### config.mk
export PLATFORM = sky130hd
export DESIGN_NAME = polyblep_saw_oscillator_top
export DESIGN_NICKNAME = d
export VERILOG_FILES = /design/src/hw/rtl/psaw_pkg.sv /design/src/hw/rtl/polyblep_saw_oscillator_top.sv /design/src/hw/rtl/psaw_front.sv /design/src/hw/rtl/psaw_queue.sv /design/src/hw/rtl/psaw_back.sv
export SDC_FILE = /design/constraint.sdc
export NUM_CORES = 2
export LEC_CHECK = 0
export BUFFER_PORTS_ARGS = -buffer_cell sky130_fd_sc_hd__buf_2
export CORE_MARGIN = 5
export CORE_UTILIZATION = 50
export DETAILED_ROUTE_END_ITERATION = 7
export PLACE_DENSITY_LB_ADDON = 0.2
export SETUP_SLACK_MARGIN = 0.5
export SLEW_MARGIN = 10
export SYNTH_ARGS = -nofsm -noshare
export SYNTH_HDL_FRONTEND = slang
export SYNTH_SLANG_ARGS = --single-unit
export TNS_END_PERCENT = 30
### constraint.sdc
create_clock -name clk -period 7.64 [get_ports clk]
set_input_delay 0.382 -clock clk [delete_from_list [all_inputs] [get_ports clk]]
set_output_delay 0.382 -clock clk [all_outputs]
set_load 0.01 [all_outputs]
### src/hw/rtl/psaw_pkg.sv
// shared constants, types and codes for the polyblep sawtooth oscillator
package psaw_pkg;

  localparam int PHASE_BITS    = 24;
  localparam int SAMPLE_BITS   = 16;
  localparam int RECIP_BITS    = 32;
  localparam int RECIP_FRAC    = 16;
  localparam int CFG_DATA_BITS = 32;
  localparam int CFG_IDX_BITS  = 2;
  localparam int QUEUE_DEPTH   = 2;
  localparam int QPTR_BITS     = (QUEUE_DEPTH > 1) ? $clog2(QUEUE_DEPTH) : 1;
  localparam int QCNT_BITS     = $clog2(QUEUE_DEPTH + 1);
  localparam int PROD_BITS     = PHASE_BITS + RECIP_BITS;
  localparam int POS_BITS      = PROD_BITS - RECIP_FRAC;
  localparam int SUM_BITS      = PHASE_BITS + 4;
  localparam int SHIFT         = PHASE_BITS - (SAMPLE_BITS - 1);
  localparam int RES_BITS      = SUM_BITS - SHIFT;

  localparam logic [PHASE_BITS:0]   PH_ONE  = {1'b1, {PHASE_BITS{1'b0}}};
  localparam logic [PHASE_BITS-1:0] PH_HALF = {1'b1, {(PHASE_BITS - 1){1'b0}}};

  typedef enum logic [CFG_IDX_BITS-1:0] {
    CFG_PHASE_STEP  = 2'd0,
    CFG_BLEND_WIDTH = 2'd1,
    CFG_BLEND_RECIP = 2'd2
  } cfg_index_t;

  typedef enum logic [1:0] {
    EDGE_NONE  = 2'd0,
    EDGE_START = 2'd1,
    EDGE_END   = 2'd2
  } edge_kind_t;

  typedef struct packed {
    edge_kind_t            kind;
    logic [PHASE_BITS-1:0] w;
    logic [PHASE_BITS-1:0] span;
  } blep_item_t;

endpackage

### src/hw/rtl/polyblep_saw_oscillator_top.sv
// top level of the polyblep sawtooth oscillator
// usage:
//   configure phase_step, blend_width and blend_recip through the write port
//   (cfg_we, cfg_index, cfg_data) while the block is idle.
//   each transfer on the input channel (in_valid/in_ready) carries a tick bit;
//   a tick of one yields one sample on the output channel (out_valid/out_ready)
//   and advances the phase by phase_step, a tick of zero yields nothing.
// path: a sample goes from its tick transfer through the queue, the item register,
//   the multiply, the square and the output register when the back end is free.
// back end: the sequencer runs the reciprocal multiply and the square on one item
//   at a time and takes no new item from the queue until its sample is loaded.
//   the front end keeps taking ticks until the two-entry queue is full.
// reset: synchronous, clears the phase accumulator, the configuration registers, the queue
//   and the output valid.
// stall: while out_ready is low the finished sample holds in the output
//   register, the back end waits, the queue fills and then in_ready drops.
module polyblep_saw_oscillator_top (
  input  logic                                    clk,
  input  logic                                    rst,
  input  logic                                    in_valid,
  output logic                                    in_ready,
  input  logic                                    tick,
  output logic                                    out_valid,
  input  logic                                    out_ready,
  output logic signed [psaw_pkg::SAMPLE_BITS-1:0] sample_out,
  input  logic                                    cfg_we,
  input  logic [psaw_pkg::CFG_IDX_BITS-1:0]       cfg_index,
  input  logic [psaw_pkg::CFG_DATA_BITS-1:0]      cfg_data
);

  logic [psaw_pkg::PHASE_BITS-1:0] phase_step;
  logic [psaw_pkg::PHASE_BITS-1:0] blend_width;
  logic [psaw_pkg::RECIP_BITS-1:0] blend_recip;
  logic                            push_valid;
  logic                            push_ready;
  psaw_pkg::blep_item_t            push_item;
  logic                            pop_valid;
  logic                            pop_ready;
  psaw_pkg::blep_item_t            pop_item;

  always_ff @(posedge clk) begin
    if (rst) begin
      phase_step  <= '0;
      blend_width <= '0;
      blend_recip <= '0;
    end else if (cfg_we) begin
      unique case (cfg_index)
        psaw_pkg::CFG_PHASE_STEP:  phase_step  <= cfg_data[psaw_pkg::PHASE_BITS-1:0];
        psaw_pkg::CFG_BLEND_WIDTH: blend_width <= cfg_data[psaw_pkg::PHASE_BITS-1:0];
        psaw_pkg::CFG_BLEND_RECIP: blend_recip <= cfg_data[psaw_pkg::RECIP_BITS-1:0];
        default: ;
      endcase
    end
  end

  psaw_front u_front (
    .clk         (clk),
    .rst         (rst),
    .in_valid    (in_valid),
    .in_ready    (in_ready),
    .tick        (tick),
    .phase_step  (phase_step),
    .blend_width (blend_width),
    .push_valid  (push_valid),
    .push_ready  (push_ready),
    .push_item   (push_item)
  );

  psaw_queue u_queue (
    .clk        (clk),
    .rst        (rst),
    .push_valid (push_valid),
    .push_ready (push_ready),
    .push_item  (push_item),
    .pop_valid  (pop_valid),
    .pop_ready  (pop_ready),
    .pop_item   (pop_item)
  );

  psaw_back u_back (
    .clk         (clk),
    .rst         (rst),
    .pop_valid   (pop_valid),
    .pop_ready   (pop_ready),
    .pop_item    (pop_item),
    .blend_recip (blend_recip),
    .out_valid   (out_valid),
    .out_ready   (out_ready),
    .sample_out  (sample_out)
  );

endmodule

### src/hw/rtl/psaw_front.sv
// front end: takes ticks, forms the wrapped phase and classifies the edge region
module psaw_front (
  input  logic                              clk,
  input  logic                              rst,
  input  logic                              in_valid,
  output logic                              in_ready,
  input  logic                              tick,
  input  logic [psaw_pkg::PHASE_BITS-1:0]   phase_step,
  input  logic [psaw_pkg::PHASE_BITS-1:0]   blend_width,
  output logic                              push_valid,
  input  logic                              push_ready,
  output psaw_pkg::blep_item_t              push_item
);

  logic [psaw_pkg::PHASE_BITS-1:0] phase_acc;
  logic [psaw_pkg::PHASE_BITS-1:0] phase_acc_next;
  logic [psaw_pkg::PHASE_BITS-1:0] w;
  logic [psaw_pkg::PHASE_BITS:0]   end_limit;
  logic [psaw_pkg::PHASE_BITS:0]   end_span;
  logic                            near_start;
  logic                            near_end;

  assign in_ready   = push_ready;
  assign push_valid = in_valid && push_ready && tick;

  assign w          = phase_acc + psaw_pkg::PH_HALF;
  assign end_limit  = psaw_pkg::PH_ONE - {1'b0, blend_width};
  assign end_span   = psaw_pkg::PH_ONE - {1'b0, w};
  assign near_start = w < blend_width;
  assign near_end   = {1'b0, w} > end_limit;

  always_comb begin
    push_item.w = w;
    if (near_start) begin
      push_item.kind = psaw_pkg::EDGE_START;
      push_item.span = w;
    end else if (near_end) begin
      push_item.kind = psaw_pkg::EDGE_END;
      push_item.span = end_span[psaw_pkg::PHASE_BITS-1:0];
    end else begin
      push_item.kind = psaw_pkg::EDGE_NONE;
      push_item.span = '0;
    end
  end

  assign phase_acc_next = push_valid ? (phase_acc + phase_step) : phase_acc;

  always_ff @(posedge clk) begin
    if (rst) begin
      phase_acc <= '0;
    end else begin
      phase_acc <= phase_acc_next;
    end
  end

endmodule

### src/hw/rtl/psaw_queue.sv
// short queue between the front end and the correction back end
module psaw_queue (
  input  logic                 clk,
  input  logic                 rst,
  input  logic                 push_valid,
  output logic                 push_ready,
  input  psaw_pkg::blep_item_t push_item,
  output logic                 pop_valid,
  input  logic                 pop_ready,
  output psaw_pkg::blep_item_t pop_item
);

  psaw_pkg::blep_item_t           entries [psaw_pkg::QUEUE_DEPTH];
  logic [psaw_pkg::QPTR_BITS-1:0] wr_ptr;
  logic [psaw_pkg::QPTR_BITS-1:0] rd_ptr;
  logic [psaw_pkg::QCNT_BITS-1:0] count;
  logic [psaw_pkg::QCNT_BITS-1:0] count_next;
  logic                           do_push;
  logic                           do_pop;

  assign push_ready = count != psaw_pkg::QCNT_BITS'(psaw_pkg::QUEUE_DEPTH);
  assign pop_valid  = count != '0;
  assign pop_item   = entries[rd_ptr];
  assign do_push    = push_valid && push_ready;
  assign do_pop     = pop_valid && pop_ready;

  always_comb begin
    count_next = count;
    if (do_push && !do_pop) begin
      count_next = count + 1'b1;
    end else if (do_pop && !do_push) begin
      count_next = count - 1'b1;
    end
  end

  always_ff @(posedge clk) begin
    if (do_push) begin
      entries[wr_ptr] <= push_item;
    end
  end

  always_ff @(posedge clk) begin
    if (rst) begin
      wr_ptr <= '0;
      rd_ptr <= '0;
      count  <= '0;
    end else begin
      count <= count_next;
      if (do_push) begin
        wr_ptr <= (wr_ptr == psaw_pkg::QPTR_BITS'(psaw_pkg::QUEUE_DEPTH - 1)) ? '0
                                                                                : wr_ptr + 1'b1;
      end
      if (do_pop) begin
        rd_ptr <= (rd_ptr == psaw_pkg::QPTR_BITS'(psaw_pkg::QUEUE_DEPTH - 1)) ? '0
                                                                                : rd_ptr + 1'b1;
      end
    end
  end

  a_no_overflow: assert property (@(posedge clk) disable iff (rst)
    (count == psaw_pkg::QCNT_BITS'(psaw_pkg::QUEUE_DEPTH)) |-> !do_push)
    else $error("queue written while full");

  a_count_up: assert property (@(posedge clk) disable iff (rst)
    (do_push && !do_pop) |=> (count == $past(count) + 1'b1))
    else $error("queue count missed a write");

endmodule

### src/hw/rtl/psaw_back.sv
// back end: scales the edge distance, squares it and forms the saturated sample
module psaw_back (
  input  logic                                 clk,
  input  logic                                 rst,
  input  logic                                 pop_valid,
  output logic                                 pop_ready,
  input  psaw_pkg::blep_item_t                 pop_item,
  input  logic [psaw_pkg::RECIP_BITS-1:0]      blend_recip,
  output logic                                 out_valid,
  input  logic                                 out_ready,
  output logic signed [psaw_pkg::SAMPLE_BITS-1:0] sample_out
);

  typedef enum logic [3:0] {
    S_IDLE = 4'b0001,
    S_MUL  = 4'b0010,
    S_SQ   = 4'b0100,
    S_DONE = 4'b1000
  } back_state_t;

  back_state_t                        state;
  back_state_t                        state_next;
  psaw_pkg::blep_item_t               item;
  logic [psaw_pkg::PROD_BITS-1:0]     prod;
  logic                               pos_sat;
  logic [psaw_pkg::PHASE_BITS-1:0]    pos_low;
  logic [2*psaw_pkg::PHASE_BITS-1:0]  sq_prod;
  logic [psaw_pkg::PHASE_BITS-1:0]    prod_low;
  logic [psaw_pkg::PHASE_BITS:0]      pos;
  logic [psaw_pkg::PHASE_BITS:0]      sq;
  logic signed [psaw_pkg::SUM_BITS-1:0] one_s;
  logic signed [psaw_pkg::SUM_BITS-1:0] pos_s;
  logic signed [psaw_pkg::SUM_BITS-1:0] sq_s;
  logic signed [psaw_pkg::SUM_BITS-1:0] naive;
  logic signed [psaw_pkg::SUM_BITS-1:0] corr;
  logic signed [psaw_pkg::SUM_BITS-1:0] diff;
  logic signed [psaw_pkg::RES_BITS-1:0] res;
  logic signed [psaw_pkg::SAMPLE_BITS-1:0] sample_next;
  logic                               load;

  assign pop_ready = state == S_IDLE;
  assign load      = (state == S_DONE) && (!out_valid || out_ready);
  assign prod_low  = prod[psaw_pkg::RECIP_FRAC +: psaw_pkg::PHASE_BITS];

  always_comb begin
    state_next = state;
    unique case (state)
      S_IDLE: if (pop_valid) state_next = S_MUL;
      S_MUL:  state_next = S_SQ;
      S_SQ:   state_next = S_DONE;
      S_DONE: if (load) state_next = S_IDLE;
      default: state_next = S_IDLE;
    endcase
  end

  // correction and rescale
  always_comb begin
    pos   = pos_sat ? psaw_pkg::PH_ONE : {1'b0, pos_low};
    sq    = pos_sat ? psaw_pkg::PH_ONE
                    : {1'b0, sq_prod[2*psaw_pkg::PHASE_BITS-1:psaw_pkg::PHASE_BITS]};
    one_s = $signed(psaw_pkg::SUM_BITS'(psaw_pkg::PH_ONE));
    pos_s = $signed(psaw_pkg::SUM_BITS'(pos));
    sq_s  = $signed(psaw_pkg::SUM_BITS'(sq));
    naive = $signed(psaw_pkg::SUM_BITS'({item.w, 1'b0})) - one_s;
    case (item.kind)
      psaw_pkg::EDGE_START: corr = (pos_s <<< 1) - sq_s - one_s;
      psaw_pkg::EDGE_END:   corr = one_s - (pos_s <<< 1) + sq_s;
      default:              corr = '0;
    endcase
    diff = naive - corr;
    res  = diff[psaw_pkg::SUM_BITS-1:psaw_pkg::SHIFT];
    if ((&res[psaw_pkg::RES_BITS-1:psaw_pkg::SAMPLE_BITS-1]) ||
        !(|res[psaw_pkg::RES_BITS-1:psaw_pkg::SAMPLE_BITS-1])) begin
      sample_next = res[psaw_pkg::SAMPLE_BITS-1:0];
    end else if (res[psaw_pkg::RES_BITS-1]) begin
      sample_next = {1'b1, {(psaw_pkg::SAMPLE_BITS - 1){1'b0}}};
    end else begin
      sample_next = {1'b0, {(psaw_pkg::SAMPLE_BITS - 1){1'b1}}};
    end
  end

  always_ff @(posedge clk) begin
    if (state == S_IDLE && pop_valid) begin
      item <= pop_item;
    end
    if (state == S_MUL) begin
      prod <= psaw_pkg::PROD_BITS'(item.span) * psaw_pkg::PROD_BITS'(blend_recip);
    end
    if (state == S_SQ) begin
      pos_sat <= prod[psaw_pkg::PROD_BITS-1:psaw_pkg::RECIP_FRAC]
                 >= psaw_pkg::POS_BITS'(psaw_pkg::PH_ONE);
      pos_low <= prod_low;
      sq_prod <= (2*psaw_pkg::PHASE_BITS)'(prod_low) * (2*psaw_pkg::PHASE_BITS)'(prod_low);
    end
    if (load) begin
      sample_out <= sample_next;
    end
  end

  always_ff @(posedge clk) begin
    if (rst) begin
      state     <= S_IDLE;
      out_valid <= 1'b0;
    end else begin
      state <= state_next;
      if (load) begin
        out_valid <= 1'b1;
      end else if (out_ready) begin
        out_valid <= 1'b0;
      end
    end
  end

  a_load_from_done: assert property (@(posedge clk) disable iff (rst)
    $rose(out_valid) |-> $past(state == S_DONE))
    else $error("sample shown without finishing the correction");

  a_pop_starts_mul: assert property (@(posedge clk) disable iff (rst)
    (state == S_IDLE && pop_valid) |=> (state == S_MUL))
    else $error("queue transfer did not start the multiply");

endmodule
==> reports/summary.md <==
After technology mapping, the gate count stands at 6353. The clock network latency to the later pin of the worst-skew pair was 0.65 ns; the number of cells on the worst hold path was 3. The number of flops mapped to enable cells by yosys came out at 255. The root buffer cell chosen for the clock tree is sky130_fd_sc_hd__clkbuf_16. The worst hold path terminates at blend_recip[5]$_SDFFE_PP0P_.

By instance count, the leading cell after synthesis is sky130_fd_sc_hd__inv_1. The startpoint identified for the worst hold timing path is cfg_data[5]. The logs give 249 mm for the first-pass GRT wire length and 44937 for the via count of the first global-routing pass.

The number of buffers created by CTS is 45, and the fraction of synthesized cell area taken by the top area cell type is 0.363. The worst setup path is launched from a register. Row count: 126.

After synthesis the cells add up to 0.0596 mm2. The share of async-settable or async-resettable flops after synthesis was 0. The wire length per cell after detailed routing came out at 19.3 um. After floorplanning, the core was sized to cover 0.118 mm2. The net count after synthesis is 7977, and the maximum fanout encountered on the critical timing path is 14. For this block, the initial DRC count from the detailed router was 3120. The run gives 0 as the final-report max-slew violation count. Clock skew on the completed layout was measured at 0.0354 ns. The die is 355 um tall.

The minimum period implied by the final worst setup slack works out to 7.20 ns. At the end of the flow, the number of nets in the layout was 8104. Highest clock frequency the design can meet: 139 MHz.

sky130_fd_sc_hd__fa_1 takes more of the synthesized area than any other cell. Synthesis instantiated 92 different standard cells from the library. Dividing the synthesized area by the synthesized cell count gives 9.39 um2. Proportion of synthesized chip area in sequential cells: 0.166.

Setup slack on the worst reg-to-reg path comes out at 0.44 ns. At the end of routability-driven placement, the weighted congestion stood at 0.891. The longest clock path from root to sink contains 3 buffers. The fraction of layout cells with a size suffix above 1 is 0.0924, and the worst reg2reg path depth is 23.

The clock tree synthesis step divided the H-tree into 2 levels. In the routed design, unresolved DRC markers number 0. The tool flagged a number of max-cap violations equal to 0.

The class of the worst hold path is input pin to register. Post-route clock period utilization: 0.942. The routed design has 156 mm of wire. The flow ran to the end, and the final reports show no timing, DRC or antenna violations.

During placement, the flow inserted port buffers numbering 57. At the pin with the least slew margin, the transition time is 1.13 ns. The run gives 0 as the remaining antenna violation count. STA puts the critical path data arrival time at 7.57 ns.

Setup repair after global routing could not meet its margin everywhere. The maximum number of pins on one net before global-route repair was 65; the width of the chip was 355 um. The dominant register cell in the synthesized netlist was sky130_fd_sc_hd__edfxtp_1. The logs give 0.504 for the initial standard-cell utilization of the core and 0.126 mm2 for the die outline area. After synthesis, the cell types taking the most area are sky130_fd_sc_hd__fa_1, sky130_fd_sc_hd__edfxtp_1, sky130_fd_sc_hd__ha_1, sky130_fd_sc_hd__inv_1, sky130_fd_sc_hd__and2_1.

CTS saw 368 sinks. The worst register-to-register path ends at u_back.sq_prod[46]$_DFFE_PP_. Summed over all layers, the global routing overflow is 0. From synthesis to final layout, the design area changed by 9.38%. TritonCTS built the clock tree.

Setup violations remaining at the end of the flow were counted as 0. The worst setup path is captured at a register. After clock tree synthesis, the clock-pin slew on the worst setup and hold paths is 0.06 ns. The number of warning messages in the yosys log was 0; the routed via count was 43060.

The relative slew slack was 0.247; the initial antenna violation count was 3. The total routing resource utilization after global routing was 0.250; the final number of hold-violating endpoints was 0. The commonest cells after synthesis are sky130_fd_sc_hd__inv_1, sky130_fd_sc_hd__fa_1, sky130_fd_sc_hd__nand2_1. The worst register-to-register path begins at u_back.prod[26]$_DFFE_PN_.

0 antenna diodes ended up in the layout. The type of the worst setup path was register to register. After legalization and detailed placement, the total HPWL measured 126 mm. At the worst endpoint, the required time is 8.01 ns. In the final timing run, aggregate negative setup slack is 0 ns. For this run, the detailed router's first-pass iteration total came to 6.

58 I/O pins were placed. Dividing the detail-routed via count by the number of cells gives 5.35. The synthesized design contains 368 register bits.
## worst max-delay path: stages, from the launching register on
cell,delay [ns]
sky130_fd_sc_hd__edfxtp_1,0.57
sky130_fd_sc_hd__buf_4,0.35
sky130_fd_sc_hd__inv_1,0.17
sky130_fd_sc_hd__nor2_2,0.21
sky130_fd_sc_hd__fa_1,0.48
sky130_fd_sc_hd__fa_1,0.55
sky130_fd_sc_hd__inv_1,0.05
sky130_fd_sc_hd__fa_1,0.49
sky130_fd_sc_hd__fa_1,0.51
sky130_fd_sc_hd__fa_1,0.49
sky130_fd_sc_hd__inv_1,0.05
sky130_fd_sc_hd__fa_1,0.46
sky130_fd_sc_hd__ha_1,0.31
sky130_fd_sc_hd__ha_1,0.36
sky130_fd_sc_hd__a21o_1,0.18
sky130_fd_sc_hd__a21o_1,0.16
sky130_fd_sc_hd__a21oi_1,0.23
sky130_fd_sc_hd__o21bai_1,0.12
sky130_fd_sc_hd__a21oi_2,0.22
sky130_fd_sc_hd__o22ai_4,0.11
sky130_fd_sc_hd__a22o_4,0.25
sky130_fd_sc_hd__o41ai_4,0.34
sky130_fd_sc_hd__o21bai_1,0.12
sky130_fd_sc_hd__xor2_1,0.14
## per-layer routing
layer | vias to the layer above | track usage | wire length, um
met5 | - | 0 | 0
met4 | 0 | 0.0705 | 4820
met3 | 243 | 0.0344 | 9500
met2 | 1276 | 0.403 | 71200
met1 | 21759 | 0.355 | 70100
li1 | 19782 | - | -
## how the worst max path moves through the flow
stage | from | to | slack [ns] | cells past startpoint
finish | u_back.prod[26]$_DFFE_PN_ | u_back.sq_prod[46]$_DFFE_PP_ | 0.44 | 23
global route | u_back.prod[29]$_DFFE_PN_ | u_back.sq_prod[47]$_DFFE_PP_ | 0.20 | 28
CTS | u_back.prod[26]$_DFFE_PN_ | u_back.sq_prod[46]$_DFFE_PP_ | 0.46 | 23
detailed placement | u_back.prod[20]$_DFFE_PN_ | u_back.sq_prod[46]$_DFFE_PP_ | 0.11 | 26
global placement | u_back.prod[30]$_DFFE_PN_ | u_back.sq_prod[46]$_DFFE_PP_ | 0.15 | 27
floorplan | u_back.prod[18]$_DFFE_PN_ | u_back.sq_prod[46]$_DFFE_PP_ | 0.49 | 29
## cell type report
cell class                 count  area, um2
sequential                   368       9930
inverter                    1425       5350
clock inverter                29        293
tap                         1536       1920
multi-input combinational   4311      43900
clock buffer                  54       1170
fill                       10629      53000
timing repair buffer         329       2680
## through the flow
stage	area [um2]	cells	setup WS, ns	util	hold slack, ns
2_1_floorplan	59700	6353	0.488	-	0.436
3_3_place_gp	62500	7890	0.149	0.528	0.445
3_5_place_dp	62500	7890	0.112	0.528	0.448
4_1_cts	64900	8032	0.465	0.549	0.00157
5_1_grt	65200	8052	0.200	0.552	0.0244
6_report	65200	8052	0.442	0.552	0.0264
## state kept, by name (all words and copies together) (netlist names)
| name | cells |
|---|---|
| u_queue.wr_ptr | 1 |
| phase_step | 24 |
| u_back.sq_prod | 25 |
| u_queue.rd_ptr | 1 |
| u_front.phase_acc | 24 |
| u_back.state | 4 |
| u_queue.count | 2 |
| blend_recip | 32 |
| blend_width | 24 |
| u_back.sample_out | 16 |
| u_queue.entries | 100 |
| u_back.pos_sat | 1 |
| u_back.prod | 40 |
| u_back.pos_low | 23 |
| u_back.out_valid | 1 |
| u_back.item | 50 |
## cells in the final DEF (no fill, tap or decap), drive strengths merged, types with 51 or more instances in the layout
master / n
nor3: 52
buf: 317
a21o: 83
o21ai: 123
nor2: 155
and2: 500
fa: 1082
clkbuf: 54
xor2: 55
nor2b: 62
dfxtp: 113
xnor2: 129
a21oi: 252
inv: 1429
ha: 502
nand2: 815
mux2: 51
edfxtp: 255
## cell families (layout without fill, tap and decap cells)
family / after synthesis / after routing / share of synthesized area
and+or+nand+nor: 1811 / 1811 / 0.149
buffers and inverters: 1674 / 1837 / 0.106
adders and majority gates: 1584 / 1584 / 0.468
AOI/OAI and AO/OA: 680 / 680 / 0.0739
DFF: 368 / 368 / 0.166
xor gates and xnor gates: 184 / 184 / 0.0271
muxes: 52 / 52 / 0.00980
## timing repair
action,CTS,global route
endpoints found under the setup margin,35,45
pin swaps,49,30
hold buffers,11,0
resized for setup,116,40
cloned,1,0
buffers inserted,47,20
hold endpoints to repair,19,0
Power is not shown: default switching activity piles up to over one toggle a cycle in this logic, so the estimate is an artifact.
